`config.mk`:
```
export PLATFORM = sky130hd
export DESIGN_NAME = vom_score
export DESIGN_NICKNAME = d
export VERILOG_FILES = /design/src/sv/vom_pkg.sv /design/src/sv/vom_score.sv
export SDC_FILE = /design/constraint.sdc
export NUM_CORES = 2
export LEC_CHECK = 0
export BUFFER_PORTS_ARGS = -buffer_cell sky130_fd_sc_hd__clkbuf_2
export CORE_UTILIZATION = 45
export DETAILED_ROUTE_END_ITERATION = 10
export GPL_ROUTABILITY_DRIVEN = 0
export PLACE_DENSITY_LB_ADDON = 0.12
export RECOVER_POWER = 50
export SLEW_MARGIN = 20
export SYNTH_ARGS = -nofsm -noshare
export SYNTH_HDL_FRONTEND = slang
export SYNTH_SLANG_ARGS = --single-unit
```
`constraint.sdc`:
```
create_clock -name clk -period 18.9 [get_ports clk]
set_input_delay 1.89 -clock clk [delete_from_list [all_inputs] [get_ports clk]]
set_output_delay 1.89 -clock clk [all_outputs]
set_load 0.02 [all_outputs]
```
`src/sv/vom_pkg.sv`:
```
// ----------------------------------------------------------------------------
// vom_pkg
// Shared constants, codes and types of the voxel occupancy match scorer.
// ----------------------------------------------------------------------------
package vom_pkg;

  // Map geometry
  localparam int GRID_CELLS = 1048576;
  localparam int MAX_POINTS = 65535;
  localparam int WORD_BITS  = 64;
  localparam int WORD_SEL   = $clog2(WORD_BITS);
  localparam int MAP_WORDS  = (GRID_CELLS + WORD_BITS - 1) / WORD_BITS;
  localparam int MAP_AW     = (MAP_WORDS > 1) ? $clog2(MAP_WORDS) : 1;
  localparam int IDX_W      = $clog2(GRID_CELLS);

  // Shifted index: cell + offset_x + offset_y * row_stride, signed
  localparam int SUM_W  = (IDX_W + 2 > 23) ? IDX_W + 2 : 23;
  localparam int PROD_W = 22;

  // Point count saturation limit
  localparam int PT_CAP = (MAX_POINTS < 65535) ? MAX_POINTS : 65535;

  // Field widths
  localparam int CELL_W   = 20;
  localparam int OFS_W    = 10;
  localparam int CNT_W    = 16;
  localparam int STRIDE_W = 11;
  localparam int FUNC_W   = 2;
  localparam int IN_W     = 56;
  localparam int OUT_W    = 104;

  // Function codes
  localparam logic [FUNC_W-1:0] FN_CLEAR = 2'd0;
  localparam logic [FUNC_W-1:0] FN_MARK  = 2'd1;
  localparam logic [FUNC_W-1:0] FN_SCORE = 2'd2;

  // Map controller states
  typedef enum logic [2:0] {
    ST_CLR,
    ST_IDLE,
    ST_CALC,
    ST_ADDR,
    ST_LOOK
  } map_state_t;

  // One scored point (or a clear request) from map controller to scorer
  typedef struct packed {
    logic             vld;
    logic             clr;
    logic             hit;
    logic             last;
    logic [CNT_W-1:0] cand;
  } pt_t;

endpackage

```
`src/sv/vom_score.sv`:
```
// ----------------------------------------------------------------------------
// vom_score
// Hit and point accumulation, best-ratio tracking and the result register.
// ----------------------------------------------------------------------------
module vom_score import vom_pkg::*; (
  input  logic             clk,
  input  logic             rst,
  input  pt_t              pt,
  output logic             busy,
  output logic             m_tvalid,
  input  logic             m_tready,
  output logic [OUT_W-1:0] m_tdata
);

  logic [CNT_W-1:0]   hit_acc;
  logic [CNT_W-1:0]   point_acc;
  logic [CNT_W-1:0]   best_id;
  logic [CNT_W-1:0]   best_hit_reg;
  logic [CNT_W-1:0]   best_point_reg;
  logic               best_valid;
  logic               fin;
  logic               cmp;
  logic [CNT_W-1:0]   cand_q;
  logic [2*CNT_W-1:0] prod_new;
  logic [2*CNT_W-1:0] prod_best;
  logic               better;
  logic               fire;

  assign busy   = fin || cmp;
  assign better = !best_valid || (prod_new > prod_best);
  assign fire   = cmp && (!m_tvalid || m_tready);

  // Control: accumulators, best record, stage flags, output valid
  always_ff @(posedge clk) begin
    if (rst) begin
      hit_acc        <= '0;
      point_acc      <= '0;
      best_id        <= '0;
      best_hit_reg   <= '0;
      best_point_reg <= '0;
      best_valid     <= 1'b0;
      fin            <= 1'b0;
      cmp            <= 1'b0;
      m_tvalid       <= 1'b0;
    end else begin
      // clear request
      if (pt.clr) begin
        hit_acc        <= '0;
        point_acc      <= '0;
        best_id        <= '0;
        best_hit_reg   <= '0;
        best_point_reg <= '0;
        best_valid     <= 1'b0;
      end
      // count a point unless saturated
      if (pt.vld) begin
        if (point_acc < CNT_W'(PT_CAP)) begin
          point_acc <= point_acc + CNT_W'(1);
          hit_acc   <= hit_acc + CNT_W'(pt.hit);
        end
        fin <= pt.last;
      end
      // cross products ready
      if (fin) begin
        fin <= 1'b0;
        cmp <= 1'b1;
      end
      // decide and load result
      if (fire) begin
        cmp       <= 1'b0;
        m_tvalid  <= 1'b1;
        hit_acc   <= '0;
        point_acc <= '0;
        if (better) begin
          best_valid     <= 1'b1;
          best_id        <= cand_q;
          best_hit_reg   <= hit_acc;
          best_point_reg <= point_acc;
        end
      end else if (m_tready) begin
        m_tvalid <= 1'b0;
      end
    end
  end

  // Payload registers
  always_ff @(posedge clk) begin
    if (pt.vld && pt.last) begin
      cand_q <= pt.cand;
    end
    if (fin) begin
      prod_new  <= (2*CNT_W)'(hit_acc) * (2*CNT_W)'(best_point_reg);
      prod_best <= (2*CNT_W)'(best_hit_reg) * (2*CNT_W)'(point_acc);
    end
    if (fire) begin
      m_tdata[15:0]   <= cand_q;
      m_tdata[31:16]  <= hit_acc;
      m_tdata[47:32]  <= point_acc;
      m_tdata[63:48]  <= better ? cand_q : best_id;
      m_tdata[79:64]  <= better ? hit_acc : best_hit_reg;
      m_tdata[95:80]  <= better ? point_acc : best_point_reg;
      m_tdata[96]     <= better;
      m_tdata[103:97] <= '0;
    end
  end

endmodule

```
==> impl_metrics.tcl <==
set metrics [dict create \
    area_growth_pct 7.91 \
    postSynthAreaPerCell_um2 9.85 \
    setup_viol 0 \
    worstSetupStartpointType "flop" \
    synth_seq_cells 261 \
    failed_checks "capacitance limit, slew limit" \
    cp_data_required_time_ns 19.23 \
    synth_area_leaders "fa_1, edfxtp_1, ha_1" \
    largest_reg_flops 97 \
    r2r-start "hit_acc[7]" \
    period_minus_slack_ns 7.16 \
    drt_iter0_markers 994 \
    final_cells 3664 \
    dp.cells 3608 \
    htree_levels 1 \
    worstPathMaxFanout 24 \
    grt_max_degree 68 \
    tightest_slew_ns 3.83 \
    power_frac_seq_pct 49.5 \
    cts_buffers 30 \
    hold_path_depth 0 \
    first_pass_iters 7 \
    synthDistinctLibCells 62 \
    dr_wl_met3_mm 4.56 \
    clock-sinks 261 \
    power_leakage_nw 14.4 \
    initial_utilization_pct 45.7 \
    netlist_instances 2810 \
    postPlaceCellArea_um2 29000 \
    hold_viol 0 \
    routed-via-count 19500 \
    maxCapViolations 18 \
    fin_area_um2 29900 \
    rsz0062_at_grt "false" \
    fin_util_pct 49.3 \
    wl_per_cell_um 20.1 \
    top_layer "met5" \
    dieArea_um2 62500 \
    synth-warning-count 0 \
    overflow 0 \
    final.setup.tns_ns 0 \
    fmax_mhz 140 \
    yosysTopAreaCellShare_pct 28.1 \
    port_buffers 121 \
    drc 0 \
    final_cell_mix "inv_1, fa_1, nand2_1" \
    slew_viol_final 558 \
    worstPathArrival_ns 7.49 \
    setup.worst_path.start "hit_acc[7]" \
    antenna_found_initial 2 \
    clockRootBuffer "clkbuf_16" \
    diodes 0 \
    cts_tree "done" \
    synth_top_area_cell "fa_1" \
    p_int_mw 0.978 \
    ctsHoldBuffers 0 \
    hold_class "reg -> reg" \
    regMostFlops "m_tdata" \
    placeableCoreArea_um2 60600 \
    dpl_worst_slack_ns 12.27 \
    synthFlopType "edfxtp_1" \
    grt_pass1_wl_mm 118 \
    period_share_pct 37.9 \
    routed_via_density 5.32 \
    drt-met1-wl_mm 30.7 \
    p_sw_mw 0.294 \
    power_density_nw_per_um2 42.6 \
    layout_commonest_cell "inv_1" \
    skew_ns 0.0246 \
    synth_area_um2 27700 \
    relSlewSlack_pct -155 \
    peakVddDrop_mv 0.0621 \
    drive_above_1_share_pct 7.70 \
    route.met2.wl_mm 36.3 \
    setup.worst_path.end_class "flop" \
    pin_count 129 \
    grt_pass1_vias 20700 \
    clk_latency_ns 0.60 \
    path_class "reg -> reg" \
    clockBufferDepth 3 \
    async_flop_share_pct 0 \
    status "finished with violations" \
    clkPwrFrac_pct 45.5 \
    p_comb_share_pct 4.9 \
    yosysSeqAreaShare_pct 25.3 \
    die_h_um 250 \
    track_usage_pct 24.3 \
    layout.nets 3512 \
    cts_resized 0 \
    hold_path.startpoint "point_acc[3]" \
    postRouteWirelength_mm 73.7 \
    die_w_um 250 \
    sw_frac_of_total_pct 23.1 \
    top_regs "m_tdata: 97 flops, prod_best: 32 flops, prod_new: 32 flops" \
    worst_slack_ns 11.74 \
    row_count 90 \
    path_clk_slew_ns 0.06 \
    cts_setup_buffers 0 \
    reg2regPathDepth 20 \
    drtAntennaViolNets 0 \
    hpwl_mm 54.0 \
    synth-edff-count 177 \
]
## layout make-up
cell class | instances | area [um^2]
clock buffer | 38 | 781
clock inverter | 18 | 195
fill | 5653 | 30700
inverter | 504 | 1890
multi-input combinational | 1893 | 18200
sequential | 261 | 7000
tap | 782 | 978
timing repair buffer | 168 | 841
## worst max-delay path: stages (launching register included)
cell      delay (ns)
dfxtp_1         0.33
clkbuf_1        1.23
nand2_1         0.21
fa_1            0.62
inv_1           0.06
fa_1            0.50
inv_1           0.06
fa_1            0.54
inv_1           0.05
fa_1            0.45
fa_1            0.49
inv_1           0.05
fa_1            0.49
inv_1           0.05
ha_1            0.37
o21ai_0         0.15
a21oi_1         0.19
o21ai_1         0.17
o31ai_1         0.55
a21oi_1         0.17
xnor2_1         0.16
## cell usage after synthesis, drive strengths merged (12+ instances only)
cell type,n
a211oi,12
a21o,34
a21oi,92
and2,243
buf,23
clkbuf,135
dfxtp,84
edfxtp,177
fa,388
ha,243
inv,504
mux2,47
mux2i,50
nand2,377
nand2b,52
nand3,26
nand4,22
nor2,70
nor3,14
o21ai,43
xnor2,38
xor2,29
## path summary, 6_finish.rpt
| check | to | slack [ns] |
|---|---|---|
| min reg2reg | m_tdata[35] | 0.44 |
| max reg2reg | prod_new[24] | 11.74 |
| min | m_tdata[35] | 0.44 |
| max | prod_new[24] | 11.74 |
## through the flow
step | hold slack, ns | total power [mW]
floorplan | 0.406 | 0.685
global route | 0.446 | 1.31
finish | 0.436 | 1.27
CTS | 0.438 | 1.29
global placement | 0.413 | 0.704
detailed placement | 0.419 | 0.705
## kinds of logic after synthesis
family | share of synthesized area [%]
muxes | 3.72
AOI/OAI and AO/OA | 5.82
DFF | 25.3
adders and majority gates | 39.1
buffers and inverters | 9.21
other | 0.0136
and+or+nand+nor | 14.8
xor gates and xnor gates | 2.12
## routing by layer
layer | global-route usage, % | vias to the layer above
met2 | 41.7 | 613
met4 | 6.71 | 2
met3 | 3.63 | 134
li1 | - | 8917
met1 | 31.8 | 9827
met5 | 0 | -
## power by group through the flow
| stage | sequential [mW] | clock, mW | combinational [mW] |
|---|---|---|---|
| floorplan | 0.649 | 0 | 0.0360 |
| global placement | 0.641 | 0 | 0.0632 |
| detailed placement | 0.641 | 0 | 0.0643 |
| CTS | 0.629 | 0.594 | 0.0645 |
| global route | 0.632 | 0.610 | 0.0681 |
| finish | 0.630 | 0.579 | 0.0628 |
Note: power is estimated with default switching activity, not from simulation.
